[config.mk]
export PLATFORM = sky130hd
export DESIGN_NAME = chc_cordic_cell
export DESIGN_NICKNAME = d
export VERILOG_FILES = /design/src/hw/rtl/compass_heading_from_magnetometer_unit_macros.svh /design/src/hw/rtl/chc_pkg.sv /design/src/hw/rtl/chc_cordic_cell.sv
export SDC_FILE = /design/constraint.sdc
export NUM_CORES = 1
export LEC_CHECK = 0
export BUFFER_PORTS_ARGS = -buffer_cell sky130_fd_sc_hd__buf_2
export CAP_MARGIN = 15
export CORE_AREA = 2 2 165 167
export CTS_CLUSTER_DIAMETER = 80
export DETAILED_ROUTE_END_ITERATION = 10
export DIE_AREA = 0 0 167 169
export PLACE_DENSITY_LB_ADDON = 0.25
export SETUP_SLACK_MARGIN = 0.05
export SYNTH_ARGS = -nofsm -noshare
export SYNTH_HDL_FRONTEND = slang
export SYNTH_SLANG_ARGS = --single-unit
[constraint.sdc]
create_clock -name clk -period 3.8 [get_ports clk]
set_clock_uncertainty 0.2 [all_clocks]
set_input_delay 0.19 -clock clk [delete_from_list [all_inputs] [get_ports clk]]
set_output_delay 0.19 -clock clk [all_outputs]
set_load 0.02 [all_outputs]
[src/hw/rtl/compass_heading_from_magnetometer_unit_macros.svh]
// assertion macros for the compass heading unit
`ifndef COMPASS_HEADING_FROM_MAGNETOMETER_UNIT_MACROS_SVH
`define COMPASS_HEADING_FROM_MAGNETOMETER_UNIT_MACROS_SVH
`ifndef ASSERT_OFF
`define CHC_ASSERT_IMPL(lbl, ante, cons) \
    lbl: assert property (@(posedge clk) disable iff (!rst_n) (ante) |-> (cons)) \
        else $error("chc assertion failed");
`define CHC_ASSERT_NEXT(lbl, ante, cons) \
    lbl: assert property (@(posedge clk) disable iff (!rst_n) (ante) |=> (cons)) \
        else $error("chc assertion failed");
`else
`define CHC_ASSERT_IMPL(lbl, ante, cons)
`define CHC_ASSERT_NEXT(lbl, ante, cons)
`endif
`endif

[src/hw/rtl/chc_pkg.sv]
// shared constants, types and angle table for the compass heading unit
package chc_pkg;

    localparam int SAMPLE_WIDTH = 16;
    localparam int CORDIC_STEPS = 16;
    localparam int GUARD_BITS   = 8;
    localparam int TABLE_LEN    = 24;
    localparam int NUM_STEPS    = (CORDIC_STEPS < TABLE_LEN) ? CORDIC_STEPS : TABLE_LEN;
    localparam int STEP_W       = $clog2(TABLE_LEN);

    // sample plus guard bits, one bit for the negation and two for cordic growth
    localparam int CW           = SAMPLE_WIDTH + GUARD_BITS + 3;
    localparam int ANGLE_W      = 32;
    localparam int HEADING_W    = 13;
    localparam int DECL_W       = 13;
    localparam int PROD_W       = ANGLE_W + HEADING_W;
    localparam int SUM_W        = HEADING_W + 2;
    localparam int FULL_CIRCLE  = 5760;

    localparam logic [ANGLE_W-1:0] HALF_TURN = 32'h8000_0000;

    localparam int APB_DATA_W   = 32;
    localparam int APB_ADDR_W   = 3;
    localparam int REG_IDX_W    = APB_ADDR_W - 2;
    localparam logic [REG_IDX_W-1:0] REG_DECLINATION = 1'b0;

    typedef struct packed {
        logic signed [CW-1:0]  x;
        logic signed [CW-1:0]  y;
        logic [ANGLE_W-1:0]    z;
        logic                  zero;
    } cordic_vec_t;

    // atan(2^-i) as a binary fraction of a full turn
    function automatic logic [ANGLE_W-1:0] atan_turn(input logic [STEP_W-1:0] idx);
        logic [ANGLE_W-1:0] v;
        unique case (idx)
            5'd0:    v = 32'h2000_0000;
            5'd1:    v = 32'h12E4_051E;
            5'd2:    v = 32'h09FB_385B;
            5'd3:    v = 32'h0511_11D4;
            5'd4:    v = 32'h028B_0D43;
            5'd5:    v = 32'h0145_D7E1;
            5'd6:    v = 32'h00A2_F61E;
            5'd7:    v = 32'h0051_7C55;
            5'd8:    v = 32'h0028_BE53;
            5'd9:    v = 32'h0014_5F2F;
            5'd10:   v = 32'h000A_2F98;
            5'd11:   v = 32'h0005_17CC;
            5'd12:   v = 32'h0002_8BE6;
            5'd13:   v = 32'h0001_45F3;
            5'd14:   v = 32'h0000_A2FA;
            5'd15:   v = 32'h0000_517D;
            5'd16:   v = 32'h0000_28BE;
            5'd17:   v = 32'h0000_145F;
            5'd18:   v = 32'h0000_0A30;
            5'd19:   v = 32'h0000_0518;
            5'd20:   v = 32'h0000_028C;
            5'd21:   v = 32'h0000_0146;
            5'd22:   v = 32'h0000_00A3;
            5'd23:   v = 32'h0000_0051;
            default: v = '0;
        endcase
        return v;
    endfunction

endpackage

[src/hw/rtl/chc_cordic_cell.sv]
// one vectoring cordic micro-rotation with its own pipeline register
module chc_cordic_cell
    import chc_pkg::*;
(
    input  logic               clk,
    input  logic               rst_n,
    input  logic [STEP_W-1:0]  step_idx,
    input  logic               up_valid,
    input  cordic_vec_t        up_data,
    output logic               up_ready,
    output logic               dn_valid,
    output cordic_vec_t        dn_data,
    input  logic               dn_ready
);

    logic                 valid_reg;
    logic                 valid_next;
    cordic_vec_t          data_reg;
    cordic_vec_t          data_next;
    logic                 load;
    logic signed [CW-1:0] x_in;
    logic signed [CW-1:0] y_in;
    logic signed [CW-1:0] x_sh;
    logic signed [CW-1:0] y_sh;
    logic [ANGLE_W-1:0]   rot;

    assign load     = !valid_reg || dn_ready;
    assign up_ready = load;
    assign dn_valid = valid_reg;
    assign dn_data  = data_reg;

    always_comb
    begin
        x_in = up_data.x;
        y_in = up_data.y;
        x_sh = x_in >>> step_idx;
        y_sh = y_in >>> step_idx;
        rot  = atan_turn(step_idx);
        data_next      = data_reg;
        data_next.zero = up_data.zero;
        // y of zero counts as non-negative
        if (!y_in[CW-1])
        begin
            data_next.x = x_in + y_sh;
            data_next.y = y_in - x_sh;
            data_next.z = up_data.z + rot;
        end
        else
        begin
            data_next.x = x_in - y_sh;
            data_next.y = y_in + x_sh;
            data_next.z = up_data.z - rot;
        end
    end

    assign valid_next = load ? up_valid : valid_reg;

    always_ff @(posedge clk or negedge rst_n)
    begin
        if (!rst_n)
        begin
            valid_reg <= 1'b0;
        end
        else
        begin
            valid_reg <= valid_next;
        end
    end

    always_ff @(posedge clk)
    begin
        if (load && up_valid)
        begin
            data_reg <= data_next;
        end
    end

endmodule

# Word level (Yosys, flattened, before mapping)
# Memories as Yosys holds them, arrays and structs flattened.
# Index checks and enable logic that the tools add are counted.
# totals
out_inout_bits	89
mem_bits_ro	960
reg_bits	88
mem_count	1
in_bits	96
word_cells	18
# memory_table
memory	depth	width	rd	rd_clocked_by_memory_dff	wr	line_no	source
(name not given)	32	30	1	0	0	chc_pkg.sv:37	unique case (idx)
# op_classes
add_sub_neg	6
n_mux	1
shift	2
reduce_logical	3
# ops
cell	n
$mux W86	1
$add A27 B27 Y27	2
$sshr A27 B5 Y27	2
$sub A27 B27 Y27	2
$add A32 B32 Y32	1
$sub A32 B32 Y32	1
$logic_and A1 B1 Y1	1
$logic_not A1 Y1	1
$logic_or A1 B1 Y1	1

# Longest topological paths before layout
# logic_depth
depth_word	3
depth_mapped	27
ltp_nobuf	21

# Worst setup path after synthesis
# No wires, ideal clock.
# synth_timing
kind	input port to flip-flop
start	in step_idx[0]
end	reg data_reg (netlist bit dn_data[31]), data pin
required_ps	3329
setup_ps	271
slack_ps	-1836
path_stages	26
n_path_buf	6
arrival_ps	5165
cell_sequence	buf_6 > buf_8 > buf_12 > buf_6 > buf_2 > inv_1 > ha_1 > clkbuf_1 > mux4_2 > a21oi_1 > ha_1 > nand3_1 > nor4_1 > and3_1 > a21oi_1 > xor2_1 > ha_1 > inv_1 > nor2_1 > o21a_1 > o31a_1 > o21a_1 > o31ai_1 > a21oi_1 > mux2_2 > o2111ai_1
# synth_rtl
item	line_no	source
start: declaration	chc_cordic_cell.sv:7	input logic [STEP_W-1:0] step_idx,
end signal: assignment	chc_cordic_cell.sv:74	data_reg <= data_next;
end: declaration	chc_cordic_cell.sv:18	cordic_vec_t data_reg;

==> flow_summary.toml <==
[run_status]
status = "complete, but fails checks"
violations = "negative setup slack"

[logic_synthesis]
ys_async_sr_fraction_pct = 1.14
yosys-top-cells-count = "nor2_1, a21oi_1, ha_1, xnor2_1, edfxtp_1"
yosysWarnings = 0
syn-num-nets = 1575
synth_top_area_share_pct = 21.0
syn_area_um2 = 12500
synth_area_leader_cell = "edfxtp_1"
syn_avg_cell_area_um2 = 9.04
synth_flop_cell = "edfxtp_1"
netlist_instances = 1379
synth-edff-count = 87
yosysMostFrequentCell = "nor2_1"
synth.area.top_cells = "edfxtp_1, ha_1, mux4_2, xnor2_1, a21oi_1"
ys_seq_area_share_pct = 21.2
ys_ff_latch = 88
synth.distinct_cells = 90

[drt]
drt_iter0_markers = 1236
vias_per_cell = 5.89
drc = 0
dr.pass1.iters = 6
via_count = 14800
drt-total-wl_um = 51300
wl_per_cell_um = 20.5
ant_nets = 0

[power]
p_int_mw = 4.11
p_clk_share_pct = 15.1
p_leak_nw = 9.25
comb_power_share_pct = 64.7
power_switching_mw = 2.72
sw_frac_of_total_pct = 39.9
peakVddDrop_v = 0.000280
power.density_nw_per_um2 = 333
seqPwrFrac_pct = 20.2

[cts]
cts_buffer_depth = 2
cts_buffers = 9
htreeDepth = 3
clock_sinks = 88
clk_transition_reported_paths_ns = 0.08
clock_latency_ns = 0.36
cts_tree = "done"
root_buffer = "clkbuf_16"

[critical_path]
cp_cell_sequence = "buf_16 > buf_8 > mux2_4 > mux4_2 > mux2_4 > a221oi_4 > nor3b_4 > buf_4 > and2_4 > nor3b_4 > xnor2_1 > o22ai_1 > ha_1 > nand2_1 > nand3b_1 > o21ai_2 > a31oi_4 > a41oi_2 > a211o_1 > buf_6 > xnor2_1"
worstPathMaxFanout = 6
slowest_stage = "mux4_2"
cp-end-kind = "flip-flop"
required_ns = 3.72
cpPeakStageDelay_ns = 0.52
path_class = "input port to flip-flop"
cp.arrival_ns = 4.50
cp-start-kind = "input port"

[floorplan]
core_region_area_um2 = 26500
die_h_um = 169
die_x_um = 167
dieArea_um2 = 28200
rows = 60
initial_core_util_pct = 47.0
io_pins = 185

[sta]
tightest_slew_ns = 0.756
hold_viol = 0
relSlewSlack_pct = 49.3
setup-violations-final = 56
final.min_clock_period_ns = 4.58
setup_ws_ns = -0.777
rsz0062_at_grt = "yes"
period_share_pct = 120
slew_violations = 0
timing.fmax_mhz = 218

[cells_and_area]
fin_cells = 2508
multiInputGateArea_um2 = 10700
n_antenna_cell = 0
fin_util_pct = 77.4
fillCellCount = 1882
drive_gt1_share_pct = 54.0
nNetsFinal = 2358
area_growth_syn_to_layout_pct = 64.5
regArea_um2 = 2640

[grt]
grt_pass1_wl_um = 77600
grt_max_degree = 39
antenna_found_initial = 0
grt_pass1_vias = 14800
grtUsageTotal_pct = 34.7
grt_remaining_overflow = 0

[placement]
io_buffers = 184
routabilityCongestion = 0.981
hpwl_um = 38700
dp.cells = 2407

[hold_path]
hold_path_class = "input port to flip-flop"

[run]
cap_violations = 0
-- cell usage in the layout (no fill, tap or decap), types with 11 or more instances in the layout --
master    netlist  layout
buf_4           3     609
nor2_2          1      21
a31oi_1        24      17
xor2_1         52      46
o21ai_0        64      40
o21ai_1         3      18
nand3_1        20      14
nor3_1         26      21
xnor2_1        88      81
nand2_1        83      77
nor2_1        112      89
mux2_4          2      11
a21oi_1       111      68
and2_1         17      12
o21a_1         17      16
buf_2          19     180
buf_6           4      34
a21oi_2         0      38
ha_1           97      89
edfxtp_1       87      87
inv_1          43      37
nand2b_1       26      22
a211oi_1       20      14
nor2b_1        29      21
mux4_2         49      50
mux2i_1        41      35
a21o_1         41      40
o22ai_1        22      15
-- area by class of cell --
cell class,count,area share [%]
well taps,341,2.08
clock inverters,5,0.311
clock buffers,11,1.23
repair buffers,846,30.7
inverters,45,0.842
flip-flops and latches,88,12.9
multi-input cells,1172,52.0
-- flip-flops by register name, indices dropped and copies added (netlist names) --
| register | cells |
|---|---|
| dn_valid | 1 |
| dn_data | 87 |
-- kinds of logic (layout without fill, tap and decap cells) --
family	after synthesis	in the layout	share of synthesized area, %
buffers and inverters	119	907	4.33
multiplexers	120	120	15.7
AND/OR/NAND/NOR	391	391	16.3
flip-flops	88	88	21.2
AO/OA/AOI/OAI	420	420	22.4
XOR/XNOR	140	140	9.84
adder cells (fa/ha/maj)	101	101	10.3
-- final timing paths --
| check | startpoint | end | slack, ns | depth (start not counted) |
|---|---|---|---|---|
| min reg2reg | dn_valid | dn_data[0] | 0.71 | 2 |
| max in group asynchronous | rst_n | dn_valid | 2.83 | 3 |
| max | step_idx[0] | dn_data[84] | -0.78 | 21 |
| min in group asynchronous | rst_n | dn_valid | 0.47 | 3 |
| min | up_data[32] | dn_data[32] | 0.03 | 3 |
| max reg2reg | dn_valid | dn_data[48] | 1.91 | 3 |
-- repair_timing --
action	4_1_cts	5_1_grt
hold endpoints to repair	3	0
pin swaps	83	79
hold buffers	5	0
gates cloned	4	0
setup buffers	69	24
gates resized for setup	175	101
endpoints found under the setup margin	67	66
-- power by group through the flow --
| stage | combinational, mW | clock (mW) | sequential, mW |
|---|---|---|---|
| finish | 4.42 | 1.03 | 1.38 |
| global route | 4.71 | 1.07 | 1.39 |
| CTS | 4.10 | 1.04 | 1.38 |
| detailed placement | 3.74 | 0 | 1.40 |
| floorplan | 1.87 | 0 | 1.62 |
| global placement | 3.65 | 0 | 1.39 |
-- worst max-delay path: cells and delay by family --
family | cells | cell delay [ns]
XOR/XNOR | 2 | 0.25
AO/OA/AOI/OAI | 6 | 1.21
AND/OR/NAND/NOR | 5 | 0.82
buffers and inverters | 4 | 0.52
adder cells (fa/ha/maj) | 1 | 0.37
multiplexers | 3 | 1.12
-- per-layer routing --
layer  vias to the layer above  track usage [%]  routed length [um]  part of all wire, %
li1                       6839                -                   -                    -
met1                      7171             42.2               20700                   40
met2                       620             62.2               25300                   49
met3                       138             5.21                3500                  6.8
met4                         0             12.8                1870                  3.6
met5                         -                0                   0                    0
-- metrics by stage --
step	setup TNS, ns	setup WS, ns	hold WS (ns)	instance area [um2]	power (mW)
global placement	-63.04	-1.34	-0.236	18200	5.05
floorplan	-49.12	-1.41	-0.306	12800	3.49
CTS	-22.07	-0.674	0.0307	19900	6.52
finish	-27.71	-0.777	0.0323	20500	6.83
detailed placement	-67.21	-1.46	-0.228	18200	5.13
global route	-37.97	-1.03	0.0528	20500	7.17
No activity file was read; power rests on OpenSTA's default activity.
