==> src/hw/rtl/compass_heading_from_magnetometer_unit_macros.svh <==
// assertion macros for the compass heading unit
`ifndef COMPASS_HEADING_FROM_MAGNETOMETER_UNIT_MACROS_SVH
`define COMPASS_HEADING_FROM_MAGNETOMETER_UNIT_MACROS_SVH
`ifndef ASSERT_OFF
`define CHC_ASSERT_IMPL(lbl, ante, cons) \
    lbl: assert property (@(posedge clk) disable iff (!rst_n) (ante) |-> (cons)) \
        else $error("chc assertion failed");
`define CHC_ASSERT_NEXT(lbl, ante, cons) \
    lbl: assert property (@(posedge clk) disable iff (!rst_n) (ante) |=> (cons)) \
        else $error("chc assertion failed");
`else
`define CHC_ASSERT_IMPL(lbl, ante, cons)
`define CHC_ASSERT_NEXT(lbl, ante, cons)
`endif
`endif

==> src/hw/rtl/chc_pkg.sv <==
// shared constants, types and angle table for the compass heading unit
package chc_pkg;

    localparam int SAMPLE_WIDTH = 16;
    localparam int CORDIC_STEPS = 16;
    localparam int GUARD_BITS   = 8;
    localparam int TABLE_LEN    = 24;
    localparam int NUM_STEPS    = (CORDIC_STEPS < TABLE_LEN) ? CORDIC_STEPS : TABLE_LEN;
    localparam int STEP_W       = $clog2(TABLE_LEN);

    // sample plus guard bits, one bit for the negation and two for cordic growth
    localparam int CW           = SAMPLE_WIDTH + GUARD_BITS + 3;
    localparam int ANGLE_W      = 32;
    localparam int HEADING_W    = 13;
    localparam int DECL_W       = 13;
    localparam int PROD_W       = ANGLE_W + HEADING_W;
    localparam int SUM_W        = HEADING_W + 2;
    localparam int FULL_CIRCLE  = 5760;

    localparam logic [ANGLE_W-1:0] HALF_TURN = 32'h8000_0000;

    localparam int APB_DATA_W   = 32;
    localparam int APB_ADDR_W   = 3;
    localparam int REG_IDX_W    = APB_ADDR_W - 2;
    localparam logic [REG_IDX_W-1:0] REG_DECLINATION = 1'b0;

    typedef struct packed {
        logic signed [CW-1:0]  x;
        logic signed [CW-1:0]  y;
        logic [ANGLE_W-1:0]    z;
        logic                  zero;
    } cordic_vec_t;

    // atan(2^-i) as a binary fraction of a full turn
    function automatic logic [ANGLE_W-1:0] atan_turn(input logic [STEP_W-1:0] idx);
        logic [ANGLE_W-1:0] v;
        unique case (idx)
            5'd0:    v = 32'h2000_0000;
            5'd1:    v = 32'h12E4_051E;
            5'd2:    v = 32'h09FB_385B;
            5'd3:    v = 32'h0511_11D4;
            5'd4:    v = 32'h028B_0D43;
            5'd5:    v = 32'h0145_D7E1;
            5'd6:    v = 32'h00A2_F61E;
            5'd7:    v = 32'h0051_7C55;
            5'd8:    v = 32'h0028_BE53;
            5'd9:    v = 32'h0014_5F2F;
            5'd10:   v = 32'h000A_2F98;
            5'd11:   v = 32'h0005_17CC;
            5'd12:   v = 32'h0002_8BE6;
            5'd13:   v = 32'h0001_45F3;
            5'd14:   v = 32'h0000_A2FA;
            5'd15:   v = 32'h0000_517D;
            5'd16:   v = 32'h0000_28BE;
            5'd17:   v = 32'h0000_145F;
            5'd18:   v = 32'h0000_0A30;
            5'd19:   v = 32'h0000_0518;
            5'd20:   v = 32'h0000_028C;
            5'd21:   v = 32'h0000_0146;
            5'd22:   v = 32'h0000_00A3;
            5'd23:   v = 32'h0000_0051;
            default: v = '0;
        endcase
        return v;
    endfunction

endpackage

==> src/hw/rtl/chc_heading_scale.sv <==
// turn fraction to sixteenths of a degree, then declination add and wrap
module chc_heading_scale
    import chc_pkg::*;
(
    input  logic                 clk,
    input  logic                 rst_n,
    input  logic                 up_valid,
    input  cordic_vec_t          up_data,
    output logic                 up_ready,
    input  logic [DECL_W-1:0]    declination,
    output logic                 dn_valid,
    output logic [HEADING_W-1:0] dn_heading,
    input  logic                 dn_stall
);

    logic                  a_valid_reg;
    logic                  a_valid_next;
    logic [HEADING_W-1:0]  h0_reg;
    logic [HEADING_W-1:0]  h0_next;
    logic                  b_valid_reg;
    logic                  b_valid_next;
    logic [HEADING_W-1:0]  heading_reg;
    logic [HEADING_W-1:0]  heading_next;
    logic                  a_load;
    logic                  b_load;
    logic [ANGLE_W-1:0]    angle;
    logic [PROD_W-1:0]     prod;
    logic [PROD_W-1:0]     rounded;
    logic [HEADING_W-1:0]  h0_raw;
    logic signed [SUM_W-1:0] sum;
    logic signed [SUM_W-1:0] wrapped;

    assign b_load   = !b_valid_reg || !dn_stall;
    assign a_load   = !a_valid_reg || b_load;
    assign up_ready = a_load;

    // stage a: round half up to sixteenths, a full circle folds to zero
    always_comb
    begin
        angle   = up_data.zero ? '0 : up_data.z;
        prod    = PROD_W'(angle) * PROD_W'(FULL_CIRCLE);
        rounded = prod + PROD_W'(HALF_TURN);
        h0_raw  = rounded[PROD_W-1:ANGLE_W];
        h0_next = (h0_raw == HEADING_W'(FULL_CIRCLE)) ? '0 : h0_raw;
    end

    // stage b: add declination, single correction either way
    always_comb
    begin
        sum = $signed({{(SUM_W-HEADING_W){1'b0}}, h0_reg})
            + $signed({{(SUM_W-DECL_W){declination[DECL_W-1]}}, declination});
        priority if (sum[SUM_W-1])
        begin
            wrapped = sum + $signed(SUM_W'(FULL_CIRCLE));
        end
        else if (sum >= $signed(SUM_W'(FULL_CIRCLE)))
        begin
            wrapped = sum - $signed(SUM_W'(FULL_CIRCLE));
        end
        else
        begin
            wrapped = sum;
        end
        heading_next = wrapped[HEADING_W-1:0];
    end

    assign a_valid_next = a_load ? up_valid : a_valid_reg;
    assign b_valid_next = b_load ? a_valid_reg : b_valid_reg;

    always_ff @(posedge clk or negedge rst_n)
    begin
        if (!rst_n)
        begin
            a_valid_reg <= 1'b0;
            b_valid_reg <= 1'b0;
        end
        else
        begin
            a_valid_reg <= a_valid_next;
            b_valid_reg <= b_valid_next;
        end
    end

    always_ff @(posedge clk)
    begin
        if (a_load && up_valid)
        begin
            h0_reg <= h0_next;
        end
        if (b_load && a_valid_reg)
        begin
            heading_reg <= heading_next;
        end
    end

    assign dn_valid   = b_valid_reg;
    assign dn_heading = heading_reg;

endmodule
==> config.mk <==
export PLATFORM = sky130hd
export DESIGN_NAME = chc_heading_scale
export DESIGN_NICKNAME = d
export VERILOG_FILES = /design/src/hw/rtl/compass_heading_from_magnetometer_unit_macros.svh /design/src/hw/rtl/chc_pkg.sv /design/src/hw/rtl/chc_heading_scale.sv
export SDC_FILE = /design/constraint.sdc
export NUM_CORES = 1
export LEC_CHECK = 0
export BUFFER_PORTS_ARGS = -buffer_cell sky130_fd_sc_hd__buf_2
export CAP_MARGIN = 10
export CORE_UTILIZATION = 41
export CTS_BUF_LIST = sky130_fd_sc_hd__clkbuf_4
export DETAILED_ROUTE_END_ITERATION = 16
export GPL_ROUTABILITY_DRIVEN = 0
export MAX_ROUTING_LAYER = met4
export PLACE_DENSITY_LB_ADDON = 0.2
export SLEW_MARGIN = 0
export SYNTH_ARGS = -nofsm -noshare
export SYNTH_HDL_FRONTEND = slang
export SYNTH_SLANG_ARGS = --single-unit
export TNS_END_PERCENT = 20
==> constraint.sdc <==
create_clock -name clk -period 3.2 [get_ports clk]
set_clock_uncertainty 0.15 [all_clocks]
set_input_delay 0.32 -clock clk [delete_from_list [all_inputs] [get_ports clk]]
set_output_delay 0.32 -clock clk [all_outputs]
set_load 0.01 [all_outputs]
Word-level counts from Yosys, hierarchy flattened. Index checks and enable logic that the tools add are counted.

$add $sub $neg: 4. $mul: 1. Order comparisons: 1. Equal/unequal tests: 1. Muxes and demuxes: 3. Reductions and logical operators: 7.

Operator list (number): $add A45 B32 Y45 const B (1); $mul A32 B6 Y38 const B (1); $mux W32 (1); $mux W13 (2); $add A14 B13 Y15 (1); $ge A15 B14 Y1 const B (1); $add A13 B13 Y13 const B (1); $eq A13 B13 Y1 const B (1); $sub A13 B13 Y13 const B (1); $logic_not A1 Y1 (3); $logic_and A1 B1 Y1 (2); $logic_or A1 B1 Y1 (2).

Register bits after elaboration: 28. Output and inout bits: 15.

Longest topological paths before layout.
Word-level depth: 4. Mapped depth: 23. Depth with buffers taken out: 21.

Worst setup path before layout. Ideal clock, no wire load.

Kind: input to register. Start: in up_data[0] (netlist bit). End: reg h0_reg[10] (data pin). Setup time: 0.268 ns. Arrival time: 5.956 ns. Data required time: 2.782 ns. Path slack: -3.174 ns. Cell stages on the path: 22. Path buffers: 3. Path through: clkbuf_1 > clkbuf_1 > clkbuf_1 > nor2b_1 > ha_1 > inv_1 > fa_1 > fa_1 > inv_1 > ha_1 > nand4_4 > or4_1 > nor3_1 > o21ai_0 > and2_1 > ha_1 > and2_2 > or4_2 > nor4_1 > a21oi_1 > a2111oi_4 > a21oi_1.

Cells in the longest elaborated chain, start to end: 4.

RTL lines: start: declaration (RTL line chc_heading_scale.sv:8) `input cordic_vec_t up_data,`; $mux W32 (*) (RTL line chc_heading_scale.sv:40) `angle = up_data.zero ? '0 : up_data.z;`; $mul A32 B6 Y38 (*) (RTL line chc_heading_scale.sv:41) `prod = PROD_W'(angle) * PROD_W'(FULL_CIRCLE);`; $add A45 B32 Y45 (*) (RTL line chc_heading_scale.sv:42) `rounded = prod + PROD_W'(HALF_TURN);`; $eq A13 B13 Y1 (RTL line chc_heading_scale.sv:44) `h0_next = (h0_raw == HEADING_W'(FULL_CIRCLE)) ? '0 : h0_raw;`; end signal: assignment (RTL line chc_heading_scale.sv:88) `h0_reg <= h0_next;`; end: declaration (RTL line chc_heading_scale.sv:18) `logic [HEADING_W-1:0] h0_reg;`.

Every way passes the cells marked *; elsewhere a longest branch is shown, timed or not. A chain may end at the register's enable or synchronous reset.

Worst setup path in the final report.
Start: in up_data[0] (netlist bit). End: reg h0_reg[9] (data pin).

Same word-level chain as after synthesis.

==> results.json <==
{
  "critPathArrivalTime_ns": 4.99,
  "top_usage_layer": "met2",
  "synthDominantCellAreaShare": 0.164,
  "synth-edff-count": 26,
  "layoutNonFillerInstCount": 1329,
  "portBuffers": 64,
  "violations": "negative setup slack",
  "routed_wirelength_um": 17500,
  "vias_per_cell": 5.04,
  "yosys_register_bits": 28,
  "p_sw_w": 0.00226,
  "post-route-util": 0.646,
  "finalCriticalPeriod_ns": 5.06,
  "min_path_type": "in -> reg",
  "grt_max_degree": 19,
  "critPathBufInv": 8,
  "cp_cell_sequence": "buf_12 -> buf_12 -> nor2b_4 -> ha_4 -> inv_4 -> fa_1 -> fa_1 -> inv_2 -> ha_4 -> a21oi_2 -> o21a_1 -> buf_4 -> buf_4 -> o211ai_1 -> a21bo_2 -> a21o_1 -> buf_4 -> a211oi_4 -> nand4b_1 -> buf_4 -> nor3b_4 -> a21oi_2 -> a2111oi_4 -> a21oi_1",
  "cts_sinks": 28,
  "die_x_um": 128,
  "end_kind": "flop",
  "drt_iter0_markers": 243,
  "fin_nets": 1343,
  "use_met2": 0.405,
  "yosysUniqueCellTypes": 80,
  "finalCritPeriodShare": 1.58,
  "antenna_found_initial": 0,
  "p_clk_frac": 0.031,
  "ys_top_cells_by_area": "ha_1, edfxtp_1, fa_1",
  "core_area_um2": 15400,
  "track_usage": 0.221,
  "yosys.cell_count.top_type": "inv_1",
  "synth_fp_nets": 1024,
  "drive_gt1_frac": 0.438,
  "path_delay_family": "compound AO/OA/AOI/OAI gates",
  "crit_fanout": 8,
  "combPwrFrac": 0.847,
  "tns_ns": -16.81,
  "synth_largest_area_cell": "ha_1",
  "cp_slowest_stage_delay_ns": 0.50,
  "grtUsageMet3": 0.00832,
  "ys.flop_type": "edfxtp_1",
  "grt_pass1_wl_um": 29500,
  "power_leakage_nw": 4.82,
  "numCtsBuffers": 3,
  "crit_top_cell": "buf_4",
  "row_count": 45,
  "cp-start-kind": "input pin",
  "fmax_mhz": 198,
  "cp_slowest_cell": "fa_1",
  "start_util": 0.425,
  "yosysWarningCount": 0,
  "maxSlewHeadroom": 0.597,
  "reg2reg_slack_ns": -0.20,
  "power_w": 0.00509,
  "irDropWorstVdd_mv": 0.278,
  "dp_cells": 1306,
  "cts_tree": "built",
  "worst_slew_pin_slew_ns": 0.605,
  "grt_use_met1": 0.277,
  "cts-root-buf": "clkbuf_4",
  "critical_path_class": "in -> reg",
  "post-place-ws_ns": -2.49,
  "setup_violations": 17,
  "dr.pass1.iters": 4,
  "clockBufferDepth": 2,
  "h-tree-depth": 1,
  "setup_ws_ns": -1.86,
  "place_hpwl_um": 14500,
  "synth_common_cells": "inv_1, ha_1, nand2_1",
  "finalMaxSlewViolations": 0,
  "p_seq_frac": 0.122,
  "path_clk_slew_ns": 0.15,
  "die_area_um2": 16500,
  "synthCells": 800,
  "synthArstFlopShare": 0.0714,
  "io_pins": 119,
  "clk_latency_ns": 0.32,
  "rsz0062_at_grt": "yes",
  "grt_pass1_vias": 6638,
  "finalHoldViolations": 0,
  "via_count": 6693,
  "avgSynthCellArea_um2": 8.20,
  "p_per_area_nw_per_um2": 511,
  "drc": 0,
  "yosysSeqAreaShare": 0.127,
  "cap_violations": 0,
  "antenna_cells": 0,
  "internal-power_w": 0.00283,
  "wl_per_cell_um": 13.1,
  "area_growth_syn_to_layout_pct": 51.9,
  "outcome": "complete, but fails checks",
  "globalRouteOverflowTotal": 0,
  "ant_nets": 0,
  "swShare": 0.445,
  "die_height_um": 128,
  "worstPathRequired_ns": 3.13,
  "syn_area_um2": 6560
}
==> layer usage <==
layer / wire, um / up-vias
met2: 8950 / 79
li1: - / 3474
met1: 8090 / 3128
met4: 119 / 0
met5: 0 / -
met3: 305 / 12
==> final cells by class <==
| type | instances | area, um2 |
|---|---|---|
| sequential | 28 | 831 |
| inverter | 90 | 343 |
| tap | 211 | 264 |
| fill | 1317 | 5470 |
| timing repair buffer | 330 | 2410 |
| clock buffer | 4 | 30.0 |
| multi-input combinational | 666 | 6090 |
==> worst reg2reg max path, stage by stage (launching register included) <==
cell,delay [ns]
edfxtp_1,0.36
ha_1,0.16
inv_1,0.06
fa_2,0.51
inv_1,0.05
or4_1,0.53
or3_4,0.36
o41ai_2,0.25
a21oi_1,0.12
o21ai_1,0.12
buf_4,0.14
mux2_2,0.33
a21oi_1,0.14
==> cell usage in the layout, fill, tap and decap left out, types with 8 or more instances in the layout <==
cell type,n
o21a_1,8
o21ai_0,11
nor2b_4,9
fa_1,33
nand4_1,9
buf_4,258
ha_1,73
a21oi_2,15
xnor2_1,52
ha_4,11
nor2b_1,11
nand2b_1,12
nand2_1,58
buf_2,63
a21oi_1,40
a31o_2,8
and3_1,8
nor2b_2,9
nor3_1,11
xor2_1,23
or3_1,8
inv_1,83
a21o_1,23
nor2_1,50
edfxtp_1,26
==> power groups by stage <==
stage	Clock, W	Combinational (W)	Sequential [W]
final	0.000156	0.00431	0.000622
after global routing	0.000175	0.00475	0.000635
after CTS	0.000166	0.00410	0.000623
after detailed placement	0	0.00386	0.000632
after global placement	0	0.00382	0.000630
after floorplan	0	0.00229	0.000668
==> cell families after synthesis <==
logic type	after synthesis	share of synthesized area
flops	28	0.127
buf+inv	106	0.0614
compound gates	186	0.197
xor+xnor	82	0.111
fa+ha+maj	123	0.273
simple gates	267	0.218
mux	8	0.0137
==> final timing paths <==
path,startpoint,cells past startpoint,to
worst max-delay path,up_data[0],24,h0_reg[9]
worst min-delay path,up_valid,2,a_valid_reg
worst max register to register,h0_reg[0],12,dn_heading[8]
worst min register to register,a_valid_reg,1,dn_valid
max in group asynchronous,rst_n,2,dn_valid
min in group asynchronous,rst_n,2,a_valid_reg
==> metrics by stage <==
step / hold slack, ns / instance area, um2
2_1_floorplan: -0.126 / 6840
3_3_place_gp: -0.0441 / 9190
3_5_place_dp: -0.0412 / 9190
4_1_cts: 0.0182 / 9650
5_1_grt: 0.0184 / 9960
6_report: 0.0344 / 9960
==> timing repair <==
item,4_1_cts,5_1_grt
buffers inserted,10,7
endpoints found under the hold margin,2,0
hold buffers,1,0
cloned,1,0
pin swaps,16,23
gates resized for setup,76,51
setup endpoints to repair,19,19
(Power assumes the default switching activity.)
